File: src/rtl/utf8v_pkg.sv
// Shared types and constants for the UTF-8 stream validator.
package utf8v_pkg;

  localparam int unsigned AccW = 21;

  // Byte class boundaries
  localparam logic [7:0] ByteAsciiEnd = 8'h80;
  localparam logic [7:0] ByteCtrlEnd  = 8'h20;
  localparam logic [7:0] ByteDel      = 8'h7f;
  localparam logic [7:0] ByteNul      = 8'h00;
  localparam logic [7:0] Lead2Lo      = 8'hc2;
  localparam logic [7:0] Lead2Hi      = 8'hdf;
  localparam logic [7:0] Lead3Lo      = 8'he0;
  localparam logic [7:0] Lead3Hi      = 8'hef;
  localparam logic [7:0] Lead4Lo      = 8'hf0;
  localparam logic [7:0] Lead4Hi      = 8'hf4;
  localparam logic [7:0] ContMask     = 8'hc0;
  localparam logic [7:0] ContTag      = 8'h80;

  // Code point limits
  localparam logic [AccW-1:0] CpMin3    = 21'h000800;
  localparam logic [AccW-1:0] CpMin4    = 21'h010000;
  localparam logic [AccW-1:0] CpMax     = 21'h10ffff;
  localparam logic [AccW-1:0] CpSurrLo  = 21'h00d800;
  localparam logic [AccW-1:0] CpSurrHi  = 21'h00dfff;

  // Sequence kinds (continuation count of the open sequence)
  localparam logic [1:0] KindNone = 2'd0;
  localparam logic [1:0] Kind2    = 2'd1;
  localparam logic [1:0] Kind3    = 2'd2;
  localparam logic [1:0] Kind4    = 2'd3;

  // Per-string decode state
  typedef struct packed {
    logic            error_seen;
    logic [1:0]      bytes_pending;
    logic [1:0]      sequence_kind;
    logic [AccW-1:0] code_acc;
  } str_state_t;

endpackage

File: src/rtl/utf8v_step.sv
// Single-byte decode step: next string state from current state and one byte.
module utf8v_step (
  input  utf8v_pkg::str_state_t state_i,
  input  logic [7:0]            byte_i,
  input  logic                  ctrl_reject_i,
  output utf8v_pkg::str_state_t state_o
);
  import utf8v_pkg::*;

  localparam str_state_t ErrState = '{error_seen: 1'b1, bytes_pending: 2'd0,
                                      sequence_kind: KindNone, code_acc: '0};

  logic [AccW-1:0] acc_shift;
  logic [1:0]      pend_dec;
  logic            cp_bad;
  logic            ctrl_bad;

  // Continuation path: shift in six payload bits
  assign acc_shift = {state_i.code_acc[AccW-7:0], byte_i[5:0]};
  assign pend_dec  = state_i.bytes_pending - 2'd1;

  // Final code point checks: overlong, out of range, surrogate
  assign cp_bad = (state_i.sequence_kind == Kind3 && acc_shift < CpMin3) ||
                  (state_i.sequence_kind == Kind4 && acc_shift < CpMin4) ||
                  (acc_shift > CpMax) ||
                  (acc_shift >= CpSurrLo && acc_shift <= CpSurrHi);

  // ASCII rejects: NUL always, controls and DEL when enabled
  assign ctrl_bad = (byte_i == ByteNul) ||
                    (ctrl_reject_i && (byte_i < ByteCtrlEnd || byte_i == ByteDel));

  always_comb begin
    state_o = state_i;
    if (state_i.error_seen) begin
      state_o = state_i;
    end else if (state_i.bytes_pending == 2'd0) begin
      // Lead byte
      priority if (byte_i < ByteAsciiEnd) begin
        if (ctrl_bad) state_o = ErrState;
      end else if (byte_i >= Lead2Lo && byte_i <= Lead2Hi) begin
        state_o.bytes_pending = 2'd1;
        state_o.sequence_kind = Kind2;
        state_o.code_acc      = {{(AccW-5){1'b0}}, byte_i[4:0]};
      end else if (byte_i >= Lead3Lo && byte_i <= Lead3Hi) begin
        state_o.bytes_pending = 2'd2;
        state_o.sequence_kind = Kind3;
        state_o.code_acc      = {{(AccW-4){1'b0}}, byte_i[3:0]};
      end else if (byte_i >= Lead4Lo && byte_i <= Lead4Hi) begin
        state_o.bytes_pending = 2'd3;
        state_o.sequence_kind = Kind4;
        state_o.code_acc      = {{(AccW-3){1'b0}}, byte_i[2:0]};
      end else begin
        state_o = ErrState;
      end
    end else begin
      // Continuation byte
      priority if ((byte_i & ContMask) != ContTag) begin
        state_o = ErrState;
      end else if (pend_dec != 2'd0) begin
        state_o.bytes_pending = pend_dec;
        state_o.code_acc      = acc_shift;
      end else if (cp_bad) begin
        state_o = ErrState;
      end else begin
        state_o.bytes_pending = 2'd0;
        state_o.sequence_kind = KindNone;
        state_o.code_acc      = '0;
      end
    end
  end

endmodule

File: src/rtl/utf8_stream_validator_top.sv
// Top level of the UTF-8 stream validator: input stage, string state, result stage.
// Takes one byte beat per clock while in_stall_o is low. A beat is registered at the
// input, decoded in the next cycle against the string state register, and the verdict
// of a string is loaded into the output register when its last byte leaves the input
// register. Without stalls, the throughput of one byte per cycle is set by the string state
// register, which is updated once per byte. The input stalls only when a last-byte verdict
// cannot enter the output register because a previous verdict is still held. The
// control-reject setting resets to 1 and should be written between strings.
module utf8_stream_validator_top (
  input  logic       clk_i,
  input  logic       rst_ni,
  input  logic       cfg_we_i,
  input  logic       cfg_wdata_i,
  input  logic       in_valid_i,
  output logic       in_stall_o,
  input  logic [7:0] data_byte_i,
  input  logic       last_byte_i,
  output logic       out_valid_o,
  input  logic       out_stall_i,
  output logic       valid_res_o
);
  import utf8v_pkg::*;

  logic       ctrl_reject_q;
  logic       s1_valid_q, s1_valid_d;
  logic [7:0] s1_byte_q;
  logic       s1_last_q;
  logic       s1_fire;
  logic       in_fire;
  logic       out_valid_q, out_valid_d;
  logic       res_q;
  str_state_t state_q, state_d, step_state;

  // Config register
  always_ff @(posedge clk_i or negedge rst_ni) begin
    if (!rst_ni) begin
      ctrl_reject_q <= 1'b1;
    end else if (cfg_we_i) begin
      ctrl_reject_q <= cfg_wdata_i;
    end
  end

  // Stage 1 may move on unless it carries a verdict that the output cannot take
  assign s1_fire    = s1_valid_q && (!s1_last_q || !out_valid_q || !out_stall_i);
  assign in_stall_o = s1_valid_q && !s1_fire;
  assign in_fire    = in_valid_i && !in_stall_o;
  assign s1_valid_d = in_fire || (s1_valid_q && !s1_fire);

  // Input register
  always_ff @(posedge clk_i or negedge rst_ni) begin
    if (!rst_ni) begin
      s1_valid_q <= 1'b0;
    end else begin
      s1_valid_q <= s1_valid_d;
    end
  end

  always_ff @(posedge clk_i) begin
    if (in_fire) begin
      s1_byte_q <= data_byte_i;
      s1_last_q <= last_byte_i;
    end
  end

  // Decode step
  utf8v_step u_step (
    .state_i       (state_q),
    .byte_i        (s1_byte_q),
    .ctrl_reject_i (ctrl_reject_q),
    .state_o       (step_state)
  );

  // String state: clears after the last byte
  always_comb begin
    state_d = state_q;
    if (s1_fire) begin
      state_d = s1_last_q ? str_state_t'('0) : step_state;
    end
  end

  always_ff @(posedge clk_i or negedge rst_ni) begin
    if (!rst_ni) begin
      state_q <= '0;
    end else begin
      state_q <= state_d;
    end
  end

  // Result register
  always_comb begin
    out_valid_d = out_valid_q && out_stall_i;
    if (s1_fire && s1_last_q) out_valid_d = 1'b1;
  end

  always_ff @(posedge clk_i or negedge rst_ni) begin
    if (!rst_ni) begin
      out_valid_q <= 1'b0;
    end else begin
      out_valid_q <= out_valid_d;
    end
  end

  always_ff @(posedge clk_i) begin
    if (s1_fire && s1_last_q) begin
      res_q <= !step_state.error_seen && (step_state.bytes_pending == 2'd0);
    end
  end

  assign out_valid_o = out_valid_q;
  assign valid_res_o = res_q;

  // Checks
  a_clear_after_last: assert property (@(posedge clk_i) disable iff (!rst_ni)
    (s1_fire && s1_last_q) |=> (state_q == str_state_t'('0)))
    else $error("string state not cleared after last byte");

  a_err_no_pending: assert property (@(posedge clk_i) disable iff (!rst_ni)
    state_q.error_seen |-> (state_q.bytes_pending == 2'd0 && state_q.code_acc == '0))
    else $error("error state holds a partial sequence");

  a_pend_le_kind: assert property (@(posedge clk_i) disable iff (!rst_ni)
    state_q.bytes_pending <= state_q.sequence_kind)
    else $error("pending count exceeds sequence length");

  a_result_source: assert property (@(posedge clk_i) disable iff (!rst_ni)
    (out_valid_q && !$past(out_valid_q)) |-> $past(s1_fire && s1_last_q))
    else $error("verdict without a last byte");

endmodule
File: config.mk
export PLATFORM = sky130hd
export DESIGN_NAME = utf8_stream_validator_top
export DESIGN_NICKNAME = d
export VERILOG_FILES = /design/src/rtl/utf8v_pkg.sv /design/src/rtl/utf8v_step.sv /design/src/rtl/utf8_stream_validator_top.sv
export SDC_FILE = /design/constraint.sdc
export NUM_CORES = 1
export LEC_CHECK = 0
export BUFFER_PORTS_ARGS = -buffer_cell sky130_fd_sc_hd__clkbuf_2
export CAP_MARGIN = 20
export CORE_ASPECT_RATIO = 1.4
export CORE_MARGIN = 8
export CORE_UTILIZATION = 40
export CTS_BUF_LIST = sky130_fd_sc_hd__clkbuf_2 sky130_fd_sc_hd__clkbuf_4 sky130_fd_sc_hd__clkbuf_8
export DETAILED_ROUTE_END_ITERATION = 8
export SLEW_MARGIN = 0
export SYNTH_ARGS = -nofsm -noshare
export SYNTH_HDL_FRONTEND = slang
export SYNTH_SLANG_ARGS = --single-unit
File: constraint.sdc
create_clock -name clk_i -period 3.8 [get_ports clk_i]
set_input_delay 0.38 -clock clk_i [delete_from_list [all_inputs] [get_ports clk_i]]
set_output_delay 0.38 -clock clk_i [all_outputs]
set_load 0.03 [all_outputs]
Yosys cells after proc, flatten, opt, wreduce, memory -nomap -nowiden --
Index checks and enable logic that the tools add are counted.
Storage, ports and cells: input port bits 15, logic and storage cells 82, output and inout bits 3, bits in registers 33
Operators by class: equal/unequal tests 7, multiplexer cells 18, $lt $le $gt $ge 13, reduce and logical (&&, ||, !) cells 33, add/sub/neg operators 1
Operators by type and width (number):
- two-way mux 26 bit | 6
- two-way mux 25 bit | 3
- >= comparator 8 bit, second input constant | 3
- <= comparator 8 bit, second input constant | 3
- >= comparator 21 x 16 -> 1 bit, second input constant | 1
- > comparator 21 bit, second input constant | 1
- <= comparator 21 x 16 -> 1 bit, second input constant | 1
- less-than comparator 21 x 12 -> 1 bit, second input constant | 1
- less-than comparator 21 x 17 -> 1 bit, second input constant | 1
- two-way mux 21 bit | 1
- logical AND 1 bit | 13
- == test 8 x 7 -> 1 bit, second input constant | 1
- zero test 8 bit | 1
- logical OR 1 bit | 8
- less-than comparator 8 x 6 -> 1 bit, second input constant | 1
- less-than comparator 8 bit, second input constant | 1
- zero test 1 bit | 6
- two-way mux 1 bit | 6
- == test 2 bit, second input constant | 2
- zero test 2 bit | 2
- two-way mux 2 bit | 2
- != test 2 bit, second input constant | 2
- != test 4 x 2 -> 1 bit, second input constant | 1
- != test 4 x 3 -> 1 bit, second input constant | 1
- other kinds (4) | 4

Longest topological paths before layout --
depth in word-level cells 12, gate-level depth with buffers 9, mapped depth without buffers 8

Cells and area by module --
Synthesis repeated with hierarchy kept, for this count alone.
Unflattened totals: cell total of the unflattened synthesis 262, area total of the unflattened synthesis 2636.3 sq um
By module, submodules not included:
- utf8_stream_validator_top | cells each 171, area each 1923.1 sq um, seq. area each 1027.2 sq um, times used 1
- utf8v_step | cells each 91, area each 713.2 sq um, seq. area each 0.0 sq um, times used 1

Worst setup path before layout --
No wires, ideal clock.
path kind reg2reg, start reg state_q[23] (netlist name), end reg state_q[0] (netlist name), buffers on the path 1, period minus slack after synthesis 1.820 ns, data arrival time 1.754 ns, setup time 0.066 ns, required time 3.734 ns, path slack 1.980 ns, stages on the path, launching flop included 9, cell sequence dfrtp_1 > inv_1 > ha_1 > buf_6 > or3_1 > a31oi_1 > a41oi_1 > nor3_2 > a22o_1
Between the ends: longest elaborated chain between the ends 7, elaborated cells on any way between the ends 10, those cells by class add/sub: 1; eq/ne: 1; mux: 5; reduce/logical: 3
RTL lines:
- start, declared | RTL line utf8_stream_validator_top.sv:32 | str_state_t state_q, state_d, step_state;
- start signal, assigned | RTL line utf8_stream_validator_top.sv:85 | state_q <= state_d;
- subtractor 2 x 1 -> 2 bit | RTL line utf8v_step.sv:20 | assign pend_dec = state_i.bytes_pending - 2'd1;
- nonzero test 2 bit | RTL line utf8v_step.sv:59 | end else if (pend_dec != 2'd0) begin
- two-way mux 21 bit | RTL line utf8v_step.sv:59
- two-way mux 26 bit | RTL line utf8v_step.sv:57 | priority if ((byte_i & ContMask) != ContTag) begin
- two-way mux 26 bit | RTL line utf8v_step.sv:36 | end else if (state_i.bytes_pending == 2'd0) begin
- two-way mux 26 bit | RTL line utf8v_step.sv:34 | if (state_i.error_seen) begin
- two-way mux 26 bit | RTL line utf8_stream_validator_top.sv:77 | state_d = s1_last_q ? str_state_t'('0) : step_state;
Several ways; a longest one is shown, not always the timed one. The select of a mux whose other input is x is not followed. A chain may end at the register's enable or synchronous reset.

Worst setup path after layout --
Ends and elaborated chain as after synthesis.

==> results.rst <==
.. list-table::
   :header-rows: 1

   * - Metric
     - Value
   * - Clock transition at path regs
     - about 70 ps
   * - Area growth syn-to-layout
     - 11.8%
   * - Top layer in use
     - met4
   * - Arrival time at the worst endpoint
     - between 2000 and 3000 ps
   * - Placed insts
     - 200
   * - Critical path class
     - reg2reg
   * - Fraction of registers with async set/reset
     - 0.697
   * - Post-route DRC violation count
     - 0
   * - Vertical die dimension
     - roughly 92 um
   * - Mean post-synth cell area
     - roughly 11 sq um
   * - Classification of the worst-slack hold path
     - in2async
   * - Aggregate negative setup slack
     - 0 ps
   * - Slew at the pin with the worst max-slew slack
     - 611 ps
   * - Most used standard cells in the synthesized netlist
     - sky130_fd_sc_hd__dfrtp_1, sky130_fd_sc_hd__a22o_1, sky130_fd_sc_hd__nor2_1
   * - Number of global-route vias before repair
     - between 1000 and 1500
   * - Cts-stage hold buffer count
     - 0
   * - Crit path buf inv count
     - 1
   * - Endpoint kind of the worst setup timing path
     - register
   * - Total count of max-transition violations in the final report
     - 0
   * - Post-synth net total
     - 161
   * - Total routing usage reported by global routing
     - 0.116
   * - Part of the cycle the worst path needs
     - 0.598
   * - Count of H-tree levels built during CTS
     - 2
   * - Detailed-placement wirelength estimate
     - about 2600 um
   * - Critical-path cell list
     - inv_1, ha_1, nand2b_1, a221o_2, nand2_2, nor2_2, o21ai_2, a22o_1
   * - Via count
     - approximately 1200
   * - Max transition margin
     - 0.591
   * - Portion of synthesized cell area occupied by the leading cell type
     - 0.333
   * - Clock tree from TritonCTS
     - yes
   * - Post-CTS setup buffer count
     - 0
   * - Global-route wire length before repair
     - around 6000 um
   * - Average wire per cell in the routed design
     - between 15 and 20 um
   * - Clock root buffer
     - sky130_fd_sc_hd__clkbuf_8
   * - Peak supply drop
     - approximately 0.30 mV
   * - Ports
     - 18
   * - Std-Cell Rows
     - 27
   * - Sort of element at the start of the critical path
     - register
   * - Number of enable-type register cells in the synthesized netlist
     - 10
   * - CP max stage delay
     - between 400 and 500 ps
   * - Final net count
     - roughly 180
   * - Area of the placeable core
     - ~0.004 sq mm
   * - Time the worst path needs with I/O delays and setup
     - 2270 ps
   * - Global placer's final weighted congestion
     - ~0.85
   * - ANT nets after route
     - 0
   * - Max-cap viol count
     - 0
   * - Run status
     - completed
   * - Top cell family by delay on the critical path
     - compound AO/OA/AOI/OAI gates
   * - Final Hold Violating Endpoints
     - 0
   * - Critical Path RT
     - about 4000 ps
   * - Global-route congestion overflow total
     - 0
   * - Count leader, synth
     - sky130_fd_sc_hd__dfrtp_1
   * - Clock sinks
     - 33
   * - Maximum fanout count along the critical path
     - 12
   * - Met2 layer wire length in the routed design
     - around 1800 um
   * - Area of the die
     - ~0.0065 sq mm
   * - Clk buf depth
     - 2
   * - Number of non-filler instances in the completed layout
     - 208
   * - Yosys top cell by area
     - sky130_fd_sc_hd__dfrtp_1
   * - Met1 wire length
     - 1480 um
   * - DRC marker count from the first detailed-route iteration
     - between 70 and 80
   * - TritonCTS buffer count
     - 5
   * - Aggregate routed wire length
     - ~3500 um
   * - X dimension of the die
     - ~70 um
   * - Detailed Routing Iterations Pass 1
     - 4
   * - Number of failing setup endpoints in the final timing report
     - 0
   * - Clock latency of the later-clocked register in the worst-skew pair
     - around 280 ps
   * - Initial standard-cell utilization of the core
     - 0.418
   * - Flip-flop cell with the highest count after synthesis
     - sky130_fd_sc_hd__dfrtp_1
   * - Most area-consuming cells after synthesis
     - sky130_fd_sc_hd__dfrtp_1, sky130_fd_sc_hd__edfxtp_1, sky130_fd_sc_hd__a22o_1, sky130_fd_sc_hd__nor2_1, sky130_fd_sc_hd__nand3_1
   * - Final clock skew
     - 8.96 ps
   * - Distinct cells, synth
     - just under 50
   * - Met3 WL
     - about 140 um
   * - Fmax
     - around 440 MHz
   * - Yosys warning count
     - 0
   * - Unrepaired setup endpoints after global routing
     - false
   * - Power density cells
     - around 460 mW/mm^2
   * - Flops & latches, synth
     - 33
   * - Share of synthesized area occupied by flip-flops and latches
     - 0.531
   * - Fraction of final layout cells sized beyond drive strength 1
     - 0.242
   * - Number of gates given a new drive strength after cts
     - 0
   * - CP max-delay cell
     - sky130_fd_sc_hd__dfrtp_1
   * - Synth Cell Area
     - between 0.0015 and 0.002 sq mm
   * - Maximum number of pins on one net before global-route repair
     - 24
   * - Cells after synthesis
     - 144
   * - Via-to-Cell Ratio
     - between 5 and 6
   * - Cell leakage power
     - between 0.8 and 0.9 nW
   * - Initial antenna violation count
     - 0
   * - Number of port buffers
     - 17
   * - Number of diodes added for antenna fixing
     - 0
## state kept, by name, summed over array words and instances, names as in the netlist
| signal | count |
|---|---|
| state_q | 20 |
| s1_byte_q | 8 |
| ctrl_reject_q | 1 |
| out_valid_o | 1 |
| s1_last_q | 1 |
| s1_valid_q | 1 |
| valid_res_o | 1 |
## where the power goes
| group | internal, mW | switching (mW) |
|---|---|---|
| registers | 0.393 | 0.0312 |
| logic | 0.0604 | 0.0868 |
| clock network | 0.154 | 0.122 |
| total | 0.608 | 0.240 |
## path summary, 6_finish.rpt
| path | startpoint | end | slack, ps | cells after the start |
|---|---|---|---|---|
| worst max-delay path | state_q[23] | state_q[0] | 1530 | 8 |
| worst min-delay path | rst_ni | state_q[25] | 90 | 1 |
| worst max register to register | state_q[23] | state_q[0] | 1530 | 8 |
| worst min register to register | state_q[24] | state_q[24] | 500 | 1 |
| max in group asynchronous | rst_ni | state_q[3] | 3310 | 1 |
| min in group clk_i | data_byte_i[4] | s1_byte_q[4] | 270 | 1 |
## logic make-up after synthesis
family | share of synthesized area
compound gates | 0.213
fa+ha+maj | 0.0151
buf+inv | 0.0363
flops | 0.531
mux | 0.0129
simple gates | 0.192
## cells in the final DEF, fill, tap and decap left out, types with 2 or more instances in the layout
cell type,synthesis,final
sky130_fd_sc_hd__a21o_1,2,2
sky130_fd_sc_hd__a22o_1,13,13
sky130_fd_sc_hd__nand2_1,9,9
sky130_fd_sc_hd__inv_1,5,5
sky130_fd_sc_hd__nand3_1,7,7
sky130_fd_sc_hd__clkbuf_2,0,17
sky130_fd_sc_hd__ha_1,2,2
sky130_fd_sc_hd__or3_1,2,2
sky130_fd_sc_hd__nand4_1,3,3
sky130_fd_sc_hd__or2_2,2,2
sky130_fd_sc_hd__clkbuf_8,0,6
sky130_fd_sc_hd__a31oi_1,2,2
sky130_fd_sc_hd__nand2b_1,4,4
sky130_fd_sc_hd__a21oi_1,2,2
sky130_fd_sc_hd__or4_1,2,2
sky130_fd_sc_hd__dfrtp_1,22,22
sky130_fd_sc_hd__o22ai_1,2,2
sky130_fd_sc_hd__nor2_2,2,2
sky130_fd_sc_hd__o211ai_1,2,2
sky130_fd_sc_hd__and2_1,3,3
sky130_fd_sc_hd__edfxtp_1,10,10
sky130_fd_sc_hd__nor2_1,11,11
sky130_fd_sc_hd__o21ai_0,5,5
sky130_fd_sc_hd__o21a_1,2,2
sky130_fd_sc_hd__nor3_1,2,2
## worst reg2reg max path, delay by kind of cell (launching register included)
family                   cells  cell delay [ps]
AO/OA/AOI/OAI                3             1000
adder cells (fa/ha/maj)      1              400
buffers and inverters        1              120
flip-flops                   1              420
AND/OR/NAND/NOR              3              270
## layer usage
metal  vias up  GRT usage
li1        592          -
met1       559      0.122
met2        36      0.197
met3        11     0.0367
met4         0     0.0655
met5         -          0
## final cells by class
| class | count | area, sq um |
|---|---|---|
| clock buffers | 7 | 90.1 |
| inverters | 5 | 18.8 |
| repair buffers | 17 | 85.1 |
| well taps | 43 | 53.8 |
| multi-input cells | 102 | 716 |
| clock inverters | 1 | 7.51 |
| fillers | 368 | 2100 |
| flip-flops and latches | 33 | 877 |
## stage by stage
step | utilization | power (mW) | hold WS (ps) | setup WS [ps] | area [sq um]
6_report | 0.468 | 0.848 | 87.8 | 1530 | 1850
5_1_grt | 0.468 | 0.888 | 128 | 1340 | 1850
4_1_cts | 0.468 | 0.856 | 106 | 1530 | 1850
3_5_place_dp | 0.443 | 0.577 | 412 | 1570 | 1750
3_3_place_gp | 0.443 | 0.573 | 396 | 1650 | 1750
2_1_floorplan | - | 0.547 | 84.4 | 1980 | 1650
No activity file was read; power rests on OpenSTA's default activity.
